<file path="src/rtl/dpwc_pkg.sv">
// ---------------------------------------------------------------------------
// Dirty page write counter package
// Shared constants, item structs, status codes and controller types.
// ---------------------------------------------------------------------------
package dpwc_pkg;

  // Table size and derived widths
  localparam int unsigned TableDepth = 1024;
  localparam int unsigned SlotW      = $clog2(TableDepth);
  localparam int unsigned UsedW      = $clog2(TableDepth + 1);

  // Soft-dirty flag position in the pagemap word
  localparam int unsigned DirtyBit   = 55;

  // Result status codes
  typedef enum logic [2:0] {
    STAT_CLEAN    = 3'd0,
    STAT_COUNTED  = 3'd1,
    STAT_INSERTED = 3'd2,
    STAT_FULL     = 3'd3,
    STAT_READ     = 3'd4
  } status_e;

  // Input item
  typedef struct packed {
    logic        kind;
    logic [35:0] page_number;
    logic [63:0] pagemap_entry;
    logic [9:0]  read_slot;
  } in_item_t;

  // Result item
  typedef struct packed {
    status_e     status;
    logic [9:0]  slot;
    logic [31:0] dirty_count;
    logic [35:0] page_out;
    logic        slot_valid;
    logic [10:0] entries_used;
  } out_item_t;

  // One table entry held by a cell
  typedef struct packed {
    logic [35:0] key;
    logic [31:0] count;
  } entry_t;

  // Controls from the controller to the ring of cells
  typedef struct packed {
    logic   shift;
    logic   load;
    entry_t load_entry;
  } ring_ctrl_t;

  // Controller states
  typedef enum logic [1:0] {
    ST_IDLE,
    ST_EVAL,
    ST_SEARCH,
    ST_SEEK
  } state_e;

endpackage

</file>
<file path="src/rtl/dpwc_cell.sv">
// ---------------------------------------------------------------------------
// Dirty page write counter ring cell
// Holds one table entry; rotates it to its neighbour or takes a new value.
// ---------------------------------------------------------------------------
module dpwc_cell (
  input  logic            clk_i,
  input  logic            shift_i,
  input  logic            load_i,
  input  dpwc_pkg::entry_t load_entry_i,
  input  dpwc_pkg::entry_t nbr_i,
  output dpwc_pkg::entry_t entry_o
);

  dpwc_pkg::entry_t entry_q, entry_d;

  // A write has priority over rotation
  always_comb begin
    entry_d = entry_q;
    if (load_i) begin
      entry_d = load_entry_i;
    end else if (shift_i) begin
      entry_d = nbr_i;
    end
  end

  // Payload only, no reset
  always_ff @(posedge clk_i) begin
    if (load_i || shift_i) begin
      entry_q <= entry_d;
    end
  end

  assign entry_o = entry_q;

endmodule

</file>
<file path="config.mk">
export PLATFORM = sky130hd
export DESIGN_NAME = dpwc_cell
export DESIGN_NICKNAME = d
export VERILOG_FILES = /design/src/rtl/dpwc_pkg.sv /design/src/rtl/dpwc_cell.sv
export SDC_FILE = /design/constraint.sdc
export NUM_CORES = 1
export LEC_CHECK = 0
export ABC_AREA = 0
export BUFFER_PORTS_ARGS = -buffer_cell sky130_fd_sc_hd__buf_4
export CAP_MARGIN = 20
export CORE_ASPECT_RATIO = 2
export CORE_MARGIN = 8
export CORE_UTILIZATION = 41
export CTS_CLUSTER_SIZE = 16
export DETAILED_ROUTE_END_ITERATION = 8
export GPL_TIMING_DRIVEN = 0
export PLACE_DENSITY_LB_ADDON = 0.3
export SYNTH_ARGS = -nofsm -noshare
export SYNTH_HDL_FRONTEND = slang
export SYNTH_SLANG_ARGS = --single-unit
</file>
<file path="constraint.sdc">
create_clock -name clk_i -period 3.23 [get_ports clk_i]
set_input_delay 0.4845 -clock clk_i [delete_from_list [all_inputs] [get_ports clk_i]]
set_output_delay 0.4845 -clock clk_i [all_outputs]
set_load 0.05 [all_outputs]
</file>
==> key figures <==
Die
  – Starting density of the core: 0.4221
  – Die W: about 76 um
  – Core area: 6887 sq um
  – DIE HEIGHT: 135.1 um
  – I/O pin cnt: between 200 and 250
  – Row cnt: 43
  – DIE AREA: 10200 sq um

Routing
  – DRT iter0 DRCs: 156
  – Via-to-Cell Ratio: around 4.7
  – Routed len/inst: about 19 um
  – Post-route ant nets: 0
  – First-pass iteration count of the detailed router: 4
  – Total number of vias: between 2000 and 2500
  – Drt total wl: 8876 um
  – DR DRC count: 0

Setup path
  – Critical-path cell list: buf_6, buf_6, buf_6, or2_4
  – Critical Path RT: approximately 3.2 ns
  – Worst path bufs/invs: 3
  – CP most frequent cell: buf_6
  – Max incr delay on CP: about 0.76 ns
  – Critical Path Source: load_i
  – Worst EP arrival: ~1.7 ns
  – Startpoint types: input pin
  – Setup crit end kind: flop
  – Crit Path Category: in -> reg
  – Largest delay contributor family on the critical path: simple AND/OR/NAND/NOR gates
  – Stages on worst setup path: 4
  – CP max stage cell: or2_4
  – Max Fanout on Critical Path: 68
  – Crit path to: entry_o[54]

Timing
  – Hold Slack: 0.4547 ns
  – Setup WS post-layout: about 1.5 ns
  – Final Max Tran Viols: 0
  – Worst-margin pin slew: a little over 0.9 ns
  – Hold Violations, Final: 0
  – Clock period minus worst slack: between 1.5 and 2 ns
  – Fmax: 569.1 MHz
  – Final setup violation count: 0
  – Relative slew slack: 0.3793
  – Tcrit/Tclk final: 0.5440
  – RSZ-0062 raised after global routing: false

Layout
  – Area growth, synth to finish: 67.50%
  – Commonest cells after routing, fill and taps aside: buf_4, edfxtp_1, mux2_2
  – Final Non-Filler Cells: ~460
  – Final instance area: 4868 sq um
  – Fill count: a little over 500
  – Post-layout util: 0.7069
  – Max FFs per register: 68
  – Final net count: 500
  – Antenna cells: 0
  – Share of cells above drive strength 1: 0.8087
  – Commonest non-fill, non-tap cell in the layout: buf_4

Clock tree
  – CTS tree: done
  – CTS Sinks: a little under 70
  – Clock transition at the registers of the reported paths: roughly 0.05 ns
  – Number of H-tree levels: 3
  – CTS Root Cell: clkbuf_16
  – PostCTS Resize Cnt: 0
  – Num CTS Buffers: 9
  – Setup Buffers After CTS: 0
  – Hold-fix buffers, CTS: 0
  – Bufs on Longest Clock Path: 2

Global routing
  – Overall global routing resource usage: 0.1751
  – Initial antenna violation count: 0
  – First-pass GRT wire length: about 13000 um
  – Number of global-route vias before repair: approximately 2500
  – GR Overflow Total: 0
  – Largest net degree at the start of global routing: just under 70

Pwr
  – Peak VDD IR: between 400 and 500 uV
  – Pwr Density: approximately 600 nW/um^2
  – Leak Pwr: ~2.2 nW

Place
  – DP Wirelength: a little over 7000 um
  – Pre-CTS setup slack: between 1 and 1.5 ns
  – Placer Congestion: 0.7526
  – Placed cell area: approximately 4600 sq um
  – Placed cells: between 400 and 500
  – IO buf count: between 200 and 250

Hold path
  – Hold Crit Class: in -> reg

Logic synthesis
  – Yosys top cell area share: 0.7025
  – Area of the mapped netlist: between 2000 and 3000 sq um
  – Syn. warnings: 0
  – Post-Syn Area per Cell: between 20 and 25 sq um
  – Yosys top cell by area: edfxtp_1
  – Register area share after synthesis: 0.7025
  – Netlist cell types: 6
  – Yosys reg bits: 68
  – Mapped Cells: about 150
  – Syn_nets: between 200 and 300
  – Top post-synthesis cells by area: edfxtp_1, mux2_2, mux2_4

Run status
  – Status: finished, final reports clean

Run
  – Max-cap violations: 0
power by group:
part / leakage, nW / switching (W) / internal (W)
Sequential: 0.693 / 0.0000273 / 0.00109
Combinational: 1.33 / 0.000458 / 0.000292
Clock: 0.154 / 0.000346 / 0.000668
Total: 2.18 / 0.000831 / 0.00205
synthesized netlist by cell type:
cell and number:
or2_1 1, buf_2 5, edfxtp_1 68, mux2_2 59, buf_6 3, mux2_4 9
stage by stage:
| stage | TNS (ns) | power, W |
|---|---|---|
| floorplan | 0 | 0.001583 |
| global placement | -21.19 | 0.001876 |
| detailed placement | 0 | 0.001888 |
| CTS | 0 | 0.002903 |
| global route | 0 | 0.002961 |
| finish | 0 | 0.002877 |
how the worst min path moves through the flow:
stage	from	endpoint	cells past startpoint
2_1_floorplan	load_entry_i[55]	entry_o[55]	1
3_3_place_gp	nbr_i[60]	entry_o[60]	2
3_5_place_dp	load_entry_i[58]	entry_o[58]	2
4_1_cts	load_entry_i[58]	entry_o[58]	2
5_1_grt	nbr_i[9]	entry_o[9]	2
6_report	load_entry_i[58]	entry_o[58]	2
final cells by class:
cell class / count / area [sq um] / area share
sequential: 68 / 2042 / 0.4194
timing repair buffer: 205 / 1539 / 0.3161
multi-input combinational: 69 / 808.3 / 0.1660
clock buffer: 10 / 229.0 / 0.04703
tap: 90 / 112.6 / 0.02313
clock inverter: 6 / 78.83 / 0.01619
buffer: 8 / 58.81 / 0.01208
routing by layer:
layer  track usage  part of all wire  vias up
li1              -                 -     1006
met1        0.1498              0.29     1003
met2        0.3084              0.55      128
met3       0.07801              0.12       18
met4        0.1099             0.032        0
met5             0                 0        -
cell families after synthesis:
| group | Yosys count | synth area share |
|---|---|---|
| buf+inv | 8 | 0.02023 |
| flops | 68 | 0.7025 |
| simple gates | 1 | 0.002154 |
| mux | 68 | 0.2751 |
No activity file was read; power rests on OpenSTA's default activity.
