<file path="config.mk">
export PLATFORM = sky130hd
export DESIGN_NAME = dpwc_ctrl
export DESIGN_NICKNAME = d
export VERILOG_FILES = /design/src/rtl/dpwc_pkg.sv /design/src/rtl/dpwc_ctrl.sv
export SDC_FILE = /design/constraint.sdc
export NUM_CORES = 1
export LEC_CHECK = 0
export BUFFER_PORTS_ARGS = -buffer_cell sky130_fd_sc_hd__buf_2
export CAP_MARGIN = 20
export CORE_MARGIN = 10
export CORE_UTILIZATION = 55
export DETAILED_ROUTE_END_ITERATION = 8
export PLACE_DENSITY = 0.89
export SETUP_SLACK_MARGIN = 0.05
export SLEW_MARGIN = 20
export SYNTH_ARGS = -nofsm -noshare
export SYNTH_HDL_FRONTEND = slang
export SYNTH_SLANG_ARGS = --single-unit
</file>
<file path="constraint.sdc">
create_clock -name clk_i -period 25.6 [get_ports clk_i]
set_input_delay 5.12 -clock clk_i [delete_from_list [all_inputs] [get_ports clk_i]]
set_output_delay 5.12 -clock clk_i [all_outputs]
set_load 0.1 [all_outputs]
</file>
<file path="src/rtl/dpwc_pkg.sv">
// ---------------------------------------------------------------------------
// Dirty page write counter package
// Shared constants, item structs, status codes and controller types.
// ---------------------------------------------------------------------------
package dpwc_pkg;

  // Table size and derived widths
  localparam int unsigned TableDepth = 1024;
  localparam int unsigned SlotW      = $clog2(TableDepth);
  localparam int unsigned UsedW      = $clog2(TableDepth + 1);

  // Soft-dirty flag position in the pagemap word
  localparam int unsigned DirtyBit   = 55;

  // Result status codes
  typedef enum logic [2:0] {
    STAT_CLEAN    = 3'd0,
    STAT_COUNTED  = 3'd1,
    STAT_INSERTED = 3'd2,
    STAT_FULL     = 3'd3,
    STAT_READ     = 3'd4
  } status_e;

  // Input item
  typedef struct packed {
    logic        kind;
    logic [35:0] page_number;
    logic [63:0] pagemap_entry;
    logic [9:0]  read_slot;
  } in_item_t;

  // Result item
  typedef struct packed {
    status_e     status;
    logic [9:0]  slot;
    logic [31:0] dirty_count;
    logic [35:0] page_out;
    logic        slot_valid;
    logic [10:0] entries_used;
  } out_item_t;

  // One table entry held by a cell
  typedef struct packed {
    logic [35:0] key;
    logic [31:0] count;
  } entry_t;

  // Controls from the controller to the ring of cells
  typedef struct packed {
    logic   shift;
    logic   load;
    entry_t load_entry;
  } ring_ctrl_t;

  // Controller states
  typedef enum logic [1:0] {
    ST_IDLE,
    ST_EVAL,
    ST_SEARCH,
    ST_SEEK
  } state_e;

endpackage

</file>
<file path="src/rtl/dpwc_ctrl.sv">
// ---------------------------------------------------------------------------
// Dirty page write counter controller
// Sequences lookups, inserts and reads over the rotating ring of cells.
// ---------------------------------------------------------------------------
module dpwc_ctrl (
  input  logic                 clk_i,
  input  logic                 rst_ni,
  input  logic                 in_valid_i,
  output logic                 in_ready_o,
  input  dpwc_pkg::in_item_t   in_item_i,
  output logic                 out_valid_o,
  input  logic                 out_ready_i,
  output dpwc_pkg::out_item_t  out_item_o,
  input  dpwc_pkg::entry_t     head_i,
  output dpwc_pkg::ring_ctrl_t ring_o
);

  localparam int unsigned SlotW = dpwc_pkg::SlotW;
  localparam int unsigned UsedW = dpwc_pkg::UsedW;

  dpwc_pkg::state_e    state_q, state_d;
  dpwc_pkg::in_item_t  item_q;
  dpwc_pkg::out_item_t out_q, res;
  logic                out_valid_q, out_valid_d;
  logic [SlotW-1:0]    head_slot_q, head_slot_d;
  logic [UsedW-1:0]    used_q, used_d;
  logic [UsedW-1:0]    cnt_q, cnt_d;
  logic [SlotW-1:0]    tgt_q, tgt_d;
  logic                ins_q, ins_d;
  logic                emit;

  logic             out_free, head_occ, hit, scan_last, full, rd_ok, dirty, at_tgt;
  logic [31:0]      cnt_inc;
  logic [UsedW-1:0] used_inc;

  // Status decode around the head cell
  always_comb begin
    out_free  = !out_valid_q || out_ready_i;
    head_occ  = UsedW'(head_slot_q) < used_q;
    hit       = head_occ && (head_i.key == item_q.page_number);
    scan_last = cnt_q == UsedW'(dpwc_pkg::TableDepth - 1);
    full      = used_q == UsedW'(dpwc_pkg::TableDepth);
    rd_ok     = (32'(item_q.read_slot) < 32'(used_q)) &&
                (32'(item_q.read_slot) < dpwc_pkg::TableDepth);
    dirty     = item_q.pagemap_entry[dpwc_pkg::DirtyBit];
    at_tgt    = head_slot_q == tgt_q;
    cnt_inc   = (head_i.count == '1) ? head_i.count : head_i.count + 32'd1;
    used_inc  = used_q + UsedW'(1);
  end

  // Next state
  always_comb begin
    state_d = state_q;
    unique case (state_q)
      dpwc_pkg::ST_IDLE: begin
        if (in_valid_i) state_d = dpwc_pkg::ST_EVAL;
      end
      dpwc_pkg::ST_EVAL: begin
        if (item_q.kind) begin
          if (rd_ok) state_d = dpwc_pkg::ST_SEEK;
          else if (out_free) state_d = dpwc_pkg::ST_IDLE;
        end else if (dirty) begin
          state_d = dpwc_pkg::ST_SEARCH;
        end else if (out_free) begin
          state_d = dpwc_pkg::ST_IDLE;
        end
      end
      dpwc_pkg::ST_SEARCH: begin
        if (hit) begin
          if (out_free) state_d = dpwc_pkg::ST_IDLE;
        end else if (scan_last) begin
          if (!full) state_d = dpwc_pkg::ST_SEEK;
          else if (out_free) state_d = dpwc_pkg::ST_IDLE;
        end
      end
      dpwc_pkg::ST_SEEK: begin
        if (at_tgt && out_free) state_d = dpwc_pkg::ST_IDLE;
      end
      default: state_d = dpwc_pkg::ST_IDLE;
    endcase
  end

  // Datapath controls and result assembly
  always_comb begin
    ring_o.shift      = 1'b0;
    ring_o.load       = 1'b0;
    ring_o.load_entry = '{key: item_q.page_number, count: 32'd1};
    emit              = 1'b0;
    cnt_d             = cnt_q;
    tgt_d             = tgt_q;
    ins_d             = ins_q;
    used_d            = used_q;
    res.status        = dpwc_pkg::STAT_CLEAN;
    res.slot          = '0;
    res.dirty_count   = '0;
    res.page_out      = item_q.page_number;
    res.slot_valid    = 1'b0;
    res.entries_used  = 11'(used_q);
    unique case (state_q)
      dpwc_pkg::ST_IDLE: begin
        cnt_d = '0;
      end
      dpwc_pkg::ST_EVAL: begin
        tgt_d = SlotW'(item_q.read_slot);
        ins_d = 1'b0;
        if (item_q.kind) begin
          // read of an empty slot answers at once
          res.status   = dpwc_pkg::STAT_READ;
          res.slot     = item_q.read_slot;
          res.page_out = '0;
          emit         = !rd_ok && out_free;
        end else begin
          emit = !dirty && out_free;
        end
      end
      dpwc_pkg::ST_SEARCH: begin
        if (hit) begin
          res.status      = dpwc_pkg::STAT_COUNTED;
          res.slot        = 10'(head_slot_q);
          res.dirty_count = cnt_inc;
          res.slot_valid  = 1'b1;
          ring_o.load_entry.count = cnt_inc;
          ring_o.load     = out_free;
          emit            = out_free;
        end else if (scan_last) begin
          // whole ring seen without a match
          tgt_d      = SlotW'(used_q);
          ins_d      = 1'b1;
          res.status = dpwc_pkg::STAT_FULL;
          emit       = full && out_free;
        end else begin
          ring_o.shift = 1'b1;
          cnt_d        = cnt_q + UsedW'(1);
        end
      end
      dpwc_pkg::ST_SEEK: begin
        if (at_tgt) begin
          res.slot_valid = 1'b1;
          emit           = out_free;
          if (ins_q) begin
            res.status       = dpwc_pkg::STAT_INSERTED;
            res.slot         = 10'(tgt_q);
            res.dirty_count  = 32'd1;
            res.entries_used = 11'(used_inc);
            ring_o.load      = out_free;
            if (out_free) used_d = used_inc;
          end else begin
            res.status      = dpwc_pkg::STAT_READ;
            res.slot        = item_q.read_slot;
            res.dirty_count = head_i.count;
            res.page_out    = head_i.key;
          end
        end else begin
          ring_o.shift = 1'b1;
        end
      end
      default: ;
    endcase
  end

  // Slot number at the head follows the rotation
  always_comb begin
    head_slot_d = head_slot_q;
    if (ring_o.shift) begin
      head_slot_d = (head_slot_q == SlotW'(dpwc_pkg::TableDepth - 1)) ? '0
                                                                      : head_slot_q + SlotW'(1);
    end
  end

  // Output register valid
  always_comb begin
    out_valid_d = out_valid_q;
    if (emit) out_valid_d = 1'b1;
    else if (out_ready_i) out_valid_d = 1'b0;
  end

  // Control registers
  always_ff @(posedge clk_i or negedge rst_ni) begin
    if (!rst_ni) begin
      state_q     <= dpwc_pkg::ST_IDLE;
      out_valid_q <= 1'b0;
      head_slot_q <= '0;
      used_q      <= '0;
      cnt_q       <= '0;
      tgt_q       <= '0;
      ins_q       <= 1'b0;
    end else begin
      state_q     <= state_d;
      out_valid_q <= out_valid_d;
      head_slot_q <= head_slot_d;
      used_q      <= used_d;
      cnt_q       <= cnt_d;
      tgt_q       <= tgt_d;
      ins_q       <= ins_d;
    end
  end

  // Payload registers
  always_ff @(posedge clk_i) begin
    if (in_valid_i && in_ready_o) item_q <= in_item_i;
    if (emit) out_q <= res;
  end

  assign in_ready_o  = state_q == dpwc_pkg::ST_IDLE;
  assign out_valid_o = out_valid_q;
  assign out_item_o  = out_q;

endmodule

</file>
==> results.tsv, run 1 <==
stage	metric	value	unit
synth	post-synthesis sequential area ratio	0.5334	
pwr	Logic pwr share	0.447	
global_routing	gr ovfl total	0	
status	status	complete, no violations	
detailed_routing	wire per inst	21.34	um
final_layout	# nets final	1340	
floorplan	Die W	155.5	um
cts	CTS Hold Buffers Added	0	
global_routing	initial antenna violation count	0	
synth	Area contributors post-synth	edfxtp_1 (42%), dfrtp_1 (11%), xnor2_1 (5.0%), a22o_1 (3.6%), xor2_1 (3.6%)	
final_layout	Final Instance Area	12070	sq um
synth	synth unique cells	63	
critical_path	Critical Path RT	20480	ps
critical_path	crit path max fanout	69	
synth	mux cell area share after synthesis	0.007560	
pwr	leakage power	0.005246	uW
synth	Synthesized Nets	1106	
critical_path	WP data arrival	8210	ps
critical_path	Critical Path Start Type	input pin	
cts	Max clock buf depth	2	
synth	Synthesis Warnings	0	
cts	worst-skew pair later-pin latency	430	ps
min_path	worst hold start	cnt_q[10]	
detailed_routing	routed vias	8258	
critical_path	crit path kind	input pin to primary output	
timing	Fin Clk Skew	15.97	ps
synth	Synth Area in Simple Gates	0.1593	
placement	gp weighted congestion	0.9050	
cts	post-CTS setup buffers	0	
synth	Synth Area per Inst	11.22	sq um
floorplan	starting density of the core	0.5601	
detailed_routing	vias per cell	5.997	
detailed_routing	antenna-violating nets left	0	
placement	Post-DP Area	11390	sq um
global_routing	largest net degree at the start of global routing	70	
pwr	Internal	720.3	uW
synth	largest family of logic cells by synthesized area	simple AND/OR/NAND/NOR gates	
timing	Final period util	0.5207	
timing	Final Hold Vio Count	0	
critical_path	RR Startpoint	used_q[9]	
placement	HPWL Detailed	21.72	mm
cts	CTS tree	yes	
synth	dominant cell type by area after synthesis	edfxtp_1	
pwr	maximum VDD drop	0.0001051	V
critical_path	Critical Path End Type	primary output	
final_layout	final core occ	0.6699	
synth	Syn Inst Count	900	
synth	Post-synth EDFFs	141	
synth	asr flop ratio synth	0.2460	
synth	flip-flop and latch count after synthesis	187	
pwr	Power per Cell Area	118.5	nW/um^2
critical_path	CP startpoint	head_i[52]	
synth	XOR/XNOR Fraction of Synth Area	0.08675	
global_routing	global-route wire length before repair	45.07	mm
cts	CTS Buf Count	17	
pwr	power share of the clock group	0.216	
pwr	sequential share of power	0.337	
placement	Inst Count DP	1344	
final_layout	layout cells sized above 1	0.3130	
global_routing	gr usage total	0.2350	
floorplan	die area	24180	sq um
cts	H-tree lvl count	4	
detailed_routing	DRC	0	
run	max-cap viol count	0	
timing	Peak Freq	0.07502	GHz
detailed_routing	DRT iter0 DRCs	694	
cts	Clk pin slew, worst setup/hold paths	70	ps
timing	Worst-Margin Slew	834.1	ps
floorplan	height of the die	155.5	um
synth	top_reg_cell synth	edfxtp_1	
timing	setup TNS	0	ps
floorplan	core area	18020	sq um
synth	area share of fa/ha/maj cells after synthesis	0.02850	
floorplan	I/O pins	348	
synth	Synth top area share	0.4194	
final_layout	area delta synth->final	19.59	%
placement	Port Buffers	284	
synth	area fraction in compound gates after synthesis	0.1242	
pwr	Switching Share	0.4964	
cts	post-CTS resize count	0	
pwr	switching pwr	710.0	uW
global_routing	vias in the first global route	8172	
synth	mapped cell area	10100	sq um
cts	Root Driver	clkbuf_16	
floorplan	Rows	49	
timing	fin crit period	13330	ps
timing	Finish-stage setup viols	0	
timing	RSZ-0062 raised after global routing	no	
detailed_routing	WL final	29.38	mm
timing	final max-slew violation count	0	
min_path	class of the worst hold path	register to register	
final_layout	non-filler instance count after layout	1377	
cts	clock net sink count	187	
detailed_routing	drt first pass iters	6	
timing	Relative slew margins	0.4426	
metal layers:
layer  global-route usage  share of wire  up-vias
met3              0.06865           0.11       68
li1                     -              -     3720
met1               0.2862           0.38     3936
met4              0.08913          0.030        0
met5                    0              0        -
met2               0.3861           0.48      534
kinds of logic (layout without fill, tap and decap cells):
kind of cell    after synthesis  after routing
mux                           7              7
xor+xnor                    100            100
compound gates              173            173
flops                       187            187
other cells                   0              1
simple gates                299            299
buf+inv                     111            358
fa+ha+maj                    23             23
path summary, 6_finish.rpt:
kind                                   to  slack [ps]  cells past startpoint
setup / recovery                ring_o[9]       12270                      8
hold / removal                  cnt_q[10]         530                      1
setup reg to reg           out_item_o[11]       21210                     11
hold reg to reg                 cnt_q[10]         530                      1
max in group asynchronous        cnt_q[3]       20480                      1
min in group asynchronous       used_q[1]        4690                      1
critical path: stages:
cell	delay [ps]
buf_2	110
xor2_1	170
nor4_1	500
nand4_1	280
nor4_4	410
nand3_4	630
nor2_1	450
buf_2	500
registers in the layout (all words and copies together) (netlist names):
register and flops:
out_valid_o 1, out_item_o 93, ins_q 1, state_q 2, used_q 11, dirty 1, item_q 11, head_slot_q 10
tgt_q 10, cnt_q 11, ring_o 36
synth_stat cells (13+ instances only):
cell,number
edfxtp_1,141
nand2_1,87
nor2_1,70
xnor2_1,58
dfrtp_1,46
a22o_1,42
xor2_1,42
buf_4,37
inv_1,36
o21ai_0,32
nand3_1,27
ha_1,23
nand4_1,21
clkbuf_1,19
a21oi_1,18
a21o_1,14
a31oi_1,14
buf_2,13
nor3_1,13
power groups by stage:
stage | logic [uW] | registers (uW) | clock network (uW)
after floorplan | 239 | 786 | 0
after global placement | 632 | 481 | 0
after detailed placement | 640 | 485 | 0
after CTS | 642 | 480 | 312
after global routing | 666 | 490 | 325
final | 640 | 481 | 309
cell type report:
type                            instances  area, sq um
Inverter                               36        135.1
Tap cell                              229        286.5
Clock buffer                           18        429.2
Multi-Input combinational cell        602         4113
Sequential cell                       187         5385
Antenna cell                            1        2.502
Clock inverter                         14        254.0
Timing Repair Buffer                  290         1469
Fill cell                            1352         5951
metrics by stage:
stage,worst slack (ps),hold slack [ps],power (uW)
2_1_floorplan,12130,480.2,1025
3_3_place_gp,12240,506.0,1113
3_5_place_dp,12210,513.3,1125
4_1_cts,12200,534.5,1434
5_1_grt,11980,573.7,1481
6_report,12270,531.3,1430
cell usage in the layout, fill, tap and decap left out, types with 12 or more instances in the layout:
master,synthesis,final
a21o_1,14,14
a21oi_1,18,18
a22o_1,42,42
a31oi_1,14,14
and3_1,12,12
buf_2,13,283
clkbuf_16,0,17
dfrtp_1,46,46
edfxtp_1,141,141
ha_1,23,23
inv_1,36,36
nand2_1,87,87
nand3_1,27,27
nand4_1,21,21
nor2_1,70,70
nor3_1,13,12
o21ai_0,32,32
o21ai_1,12,12
xnor2_1,58,58
xor2_1,42,42
Power figures use the tool's default switching activity.
==> run 2: changes to the inputs <==
- CORE_UTILIZATION: 55 -> 46
- PLACE_DENSITY: 0.89 -> 0.79
- clock period: 25.6 -> 11 ns (I/O delays scaled with it)
==> run 2 against run 1 <==
Compared with the run above: first-iteration DRC count increased by 17%; setup slack lost 9000 ps; final cell count grew 3.8%; total power up 130%; die area grew 17%; count of clock-buffer cells in the layout decreased by 1; sequential cell count unchanged; routed wire length increased by 1.6%; register-to-register slack lost 15000 ps; highest routed layer is now met5.
==> results.tsv, run 2 (synthesized netlist as in run 1, its figures left out) <==
stage	metric	value	unit
status	status	complete, no violations	
detailed_routing	met1 wire length	12.09	mm
critical_path	Critical Path Start Type	input pin	
placement	gp weighted congestion	0.9097	
global_routing	vias in the first global route	7996	
cts	post-CTS resize count	0	
timing	Peak Freq	0.1295	GHz
cts	Max clock buf depth	2	
cts	clock net sink count	187	
global_routing	largest net degree at the start of global routing	81	
final_layout	commonest non-fill, non-tap cell in the layout	buf_2	
critical_path	RR Startpoint	used_q[9]	
cts	CTS Hold Buffers Added	0	
final_layout	commonest cells after routing, fill and taps aside	buf_2 (283), edfxtp_1 (141), nand2_1 (87)	
min_path	Hold Crit Depth	1	
floorplan	I/O pins	348	
cts	Root Driver	clkbuf_16	
timing	setup TNS	0	ps
final_layout	area delta synth->final	19.54	%
critical_path	FF-to-FF setup slack	5960	ps
floorplan	core area	21690	sq um
floorplan	height of the die	168.1	um
min_path	worst hold start	cnt_q[10]	
detailed_routing	WL final	29.85	mm
final_layout	layout cells sized above 1	0.3115	
cts	CTS Buf Count	17	
timing	Final period util	0.7019	
critical_path	CP startpoint	head_i[62]	
cts	CTS tree	yes	
detailed_routing	max layer used	met5	
detailed_routing	vias per cell	5.640	
pwr	leakage power	0.005203	uW
timing	RSZ-0062 raised after global routing	no	
critical_path	reg2reg end	out_item_o[87]	
timing	Relative slew margins	0.4010	
pwr	total power draw	3246	uW
timing	Worst-Margin Slew	895.8	ps
timing	Finish-stage setup viols	0	
critical_path	Reg2Reg Depth	11	
floorplan	Die W	168.1	um
critical_path	crit path kind	input pin to primary output	
global_routing	global-route wire length before repair	45.50	mm
critical_path	Critical Path End Type	primary output	
global_routing	gr ovfl total	0	
global_routing	gr usage total	0.2020	
cts	H-tree lvl count	4	
final_layout	max reg flops	93	
critical_path	WP data arrival	5520	ps
global_routing	initial antenna violation count	4	
critical_path	crit path max fanout	69	
cts	worst-skew pair later-pin latency	430	ps
detailed_routing	metal3 WL	2.576	mm
pwr	Power per Cell Area	269.0	nW/um^2
floorplan	Rows	54	
floorplan	die area	28270	sq um
detailed_routing	DRT iter0 DRCs	811	
final_layout	# nets final	1339	
timing	fin crit period	7720	ps
cts	Clk pin slew, worst setup/hold paths	70	ps
placement	Port Buffers	284	
timing	final max-slew violation count	0	
min_path	class of the worst hold path	register to register	
detailed_routing	DRC	0	
cts	post-CTS setup buffers	0	
detailed_routing	antenna-violating nets left	0	
detailed_routing	routed vias	8059	
timing	Final Hold Vio Count	0	
detailed_routing	wire per inst	20.89	um
placement	HPWL Detailed	22.28	mm
min_path	Hold Path End	cnt_q[10]	
detailed_routing	met2 WL post-DR	14.56	mm
critical_path	Critical Path RT	8800	ps
pwr	maximum VDD drop	0.0001577	V
timing	Fin Clk Skew	13.52	ps
floorplan	starting density of the core	0.4655	
run	max-cap viol count	0	
detailed_routing	drt first pass iters	5	
[run 2: worst max-delay path by stage]
stage / to / depth (start not counted)
5_1_grt: ring_o[10] / 8
2_1_floorplan: out_item_o[0] / 9
3_5_place_dp: ring_o[10] / 8
3_3_place_gp: ring_o[10] / 8
6_report: ring_o[10] / 8
4_1_cts: ring_o[10] / 8
[run 2: routing by layer]
metal  vias up  track usage
met1      3882       0.2476
met2       403       0.3369
li1       3721            -
met4         2      0.06472
met5         -            0
met3        51      0.05728
[run 2: layout make-up]
class	count	area, sq um
fillers	1892	9619
flip-flops and latches	187	5385
multi-input cells	602	4119
repair buffers	289	1465
clock buffers	17	425.4
well taps	280	350.3
clock inverters	15	181.4
inverters	36	135.1
diodes	3	7.507
[run 2: metrics by stage]
step / setup WS (ps) / hold WS, ps / instances / util / cell area (sq um)
after floorplan: 454.4 / 480.2 / 900 / - / 10100
after global placement: 3388 / 504.9 / 1394 / 0.5276 / 11440
after detailed placement: 3382 / 518.2 / 1394 / 0.5276 / 11440
after CTS: 3359 / 534.6 / 1426 / 0.5556 / 12050
after global routing: 3120 / 560.5 / 1429 / 0.5565 / 12070
final: 3280 / 527.5 / 1429 / 0.5565 / 12070
[run 2: power breakdown]
group / internal, uW / switching [uW] / total, uW
clock network: 345 / 292 / 637
logic: 253 / 1240 / 1490
registers: 989 / 130 / 1120
[run 2: worst max-delay path, cell delays in order]
cell and delay, ps:
buf_2 110, xor2_1 160, nor4_1 550, nand4_1 270
nor4_4 500, nand3_4 660, a211oi_2 530, buf_2 510
==> run 3: changes to the inputs <==
- ABC_AREA: not set -> 1
- CORE_UTILIZATION: 46 -> 52
- PLACE_DENSITY: 0.79 -> 0.84
- clock period: 11 -> 7.4 ns (I/O delays scaled with it)
==> run 3 against run 2 <==
Compared with the run above: synthesized area up 6.4%; core utilization increased by 6.9 points; non-clock buffer count fell by 1; sequential cell count unchanged; sequential share of layout area is 2.2 points lower; total power up 30%; setup slack got worse by 1600 ps; clock power rose by 48%.
==> results.tsv, run 3 <==
stage	metric	value	unit
floorplan	Die W	163.8	um
floorplan	Rows	52	
timing	Finish-stage setup viols	0	
critical_path	CP max-delay cell	nor2_2	
detailed_routing	drt first pass iters	9	
placement	HPWL Detailed	24.20	mm
floorplan	die area	26810	sq um
cts	worst-skew pair later-pin latency	440	ps
critical_path	CP cell instances	buf_2 -> xnor2_1 -> nand2_1 -> nor2_1 -> nand3_1 -> nor2_2 -> nand3_2 -> nor2_2 -> nand3_1 -> inv_1 -> buf_2	
placement	Port Buffers	284	
critical_path	Critical Path RT	5920	ps
detailed_routing	wire per inst	18.17	um
global_routing	vias in the first global route	9174	
cts	CTS tree	yes	
synth	flip-flop and latch count after synthesis	187	
cts	CTS Buf Count	17	
synth	top_reg_cell synth	edfxtp_1	
timing	Relative slew margins	0.3117	
synth	Synth top area share	0.3940	
cts	H-tree lvl count	4	
critical_path	reg2reg end	out_item_o[39]	
detailed_routing	vias per cell	5.439	
global_routing	largest net degree at the start of global routing	72	
synth	Syn Inst Count	1224	
timing	fin crit period	5715	ps
critical_path	RR Startpoint	used_q[5]	
global_routing	global-route wire length before repair	49.33	mm
critical_path	Reg2Reg Depth	13	
final_layout	area delta synth->final	18.11	%
timing	Fin Clk Skew	11.46	ps
synth	Synthesis Warnings	0	
final_layout	# nets final	1672	
floorplan	height of the die	163.8	um
synth	asr flop ratio synth	0.2460	
status	status	complete, no violations	
floorplan	I/O pins	348	
synth	synth unique cells	42	
floorplan	core area	20300	sq um
critical_path	Critical Path Start Type	input pin	
synth	most used standard cell by instance count after synthesis	nand2_1	
placement	gp weighted congestion	0.9621	
floorplan	starting density of the core	0.5293	
critical_path	Crit path largest cell delay	810	ps
detailed_routing	antenna-violating nets left	0	
final_layout	commonest non-fill, non-tap cell in the layout	nand2_1	
critical_path	crit path max fanout	22	
detailed_routing	routed vias	9529	
global_routing	initial antenna violation count	3	
critical_path	FF-to-FF setup slack	3460	ps
synth	Synthesized Nets	1430	
pwr	Power per Cell Area	331.4	nW/um^2
final_layout	layout cells sized above 1	0.2610	
synth	Synth Area per Inst	8.779	sq um
synth	dominant cell type by area after synthesis	edfxtp_1	
cts	Max clock buf depth	2	
cts	Root Driver	clkbuf_16	
final_layout	commonest cells after routing, fill and taps aside	nand2_1 (334), buf_2 (283), inv_1 (153)	
run	max-cap viol count	0	
synth	mapped cell area	10750	sq um
critical_path	CP startpoint	head_i[48]	
timing	Worst-Margin Slew	1029	ps
cts	Clk pin slew, worst setup/hold paths	70	ps
critical_path	WP data arrival	4230	ps
timing	Final Hold Vio Count	0	
pwr	maximum VDD drop	0.0002012	V
global_routing	gr ovfl total	0	
final_layout	max reg flops	93	
timing	setup TNS	0	ps
min_path	class of the worst hold path	register to register	
cts	post-CTS resize count	0	
detailed_routing	DRC	0	
critical_path	Critical Path End Type	primary output	
timing	Peak Freq	0.1750	GHz
timing	Final period util	0.7722	
synth	most frequent cells after synthesis	nand2_1 (334), inv_1 (154), edfxtp_1 (141)	
detailed_routing	WL final	31.84	mm
min_path	Hold Crit Depth	2	
critical_path	Setup crit end	ring_o[22]	
global_routing	gr usage total	0.2324	
detailed_routing	DRT iter0 DRCs	897	
timing	RSZ-0062 raised after global routing	no	
critical_path	crit path kind	input pin to primary output	
synth	Post-synth EDFFs	141	
cts	clock net sink count	187	
pwr	leakage power	0.005989	uW
synth	Area contributors post-synth	edfxtp_1 (39%), nand2_1 (12%), dfrtp_1 (11%), inv_1 (5.4%), o21ai_0 (3.8%)	
timing	final max-slew violation count	0	
synth	post-synthesis sequential area ratio	0.5012	
cts	CTS Hold Buffers Added	0	
cts	post-CTS setup buffers	0	
pwr	total power draw	4206	uW
## run 3: how the worst min path moves through the flow
stage                    from         to
floorplan           used_q[8]  used_q[8]
global placement    used_q[8]  used_q[8]
detailed placement  used_q[8]  used_q[8]
CTS                 used_q[8]  used_q[8]
global route        used_q[8]  used_q[8]
finish              used_q[8]  used_q[8]
## run 3: kinds of logic after synthesis
family	synth area share
AND/OR/NAND/NOR	0.2463
AO/OA/AOI/OAI	0.09001
adder cells (fa/ha/maj)	0.02678
buffers and inverters	0.1032
XOR/XNOR	0.03260
flip-flops	0.5012
## run 3: per-stage QoR
stage,setup slack [ps],cell area [sq um],std cells,utilization,hold slack [ps]
2_1_floorplan,1950,10750,1224,-,480.1
3_3_place_gp,1764,12080,1717,0.5951,494.0
3_5_place_dp,1710,12080,1717,0.5951,514.4
4_1_cts,1699,12680,1749,0.6247,530.9
5_1_grt,1397,12690,1752,0.6252,559.0
6_report,1685,12690,1752,0.6252,528.3
## run 3: per-layer routing
| metal | up-vias | wire, um | global-route usage |
|---|---|---|---|
| met2 | 502 | 15960 | 0.4129 |
| met1 | 4441 | 11930 | 0.2676 |
| met5 | - | 0 | 0 |
| met4 | 0 | 976 | 0.09261 |
| li1 | 4519 | - | - |
| met3 | 67 | 2968 | 0.04931 |
## run 3: worst max-delay path, delay by kind of cell
kind / cells / cell delay, ps
xor gates and xnor gates: 1 / 160
buffers and inverters: 3 / 660
and+or+nand+nor: 7 / 1910
## run 3: area by class of cell
type                       instances  area [sq um]
fill                            1719          7609
sequential                       187          5385
multi-input combinational        801          4257
timing repair buffer             288          1454
inverter                         171         649.4
clock buffer                      17         425.4
tap                              270         337.8
clock inverter                    15         175.2
antenna                            3         7.507
## run 3: report_power, final
| group | leakage, uW | total, uW | internal [uW] | switching, uW |
|---|---|---|---|---|
| registers | 0.00188 | 1510 | 1380 | 128 |
| logic | 0.00382 | 1760 | 308 | 1450 |
| clock network | 0.000288 | 941 | 484 | 457 |
| total | 0.00599 | 4210 | 2170 | 2040 |
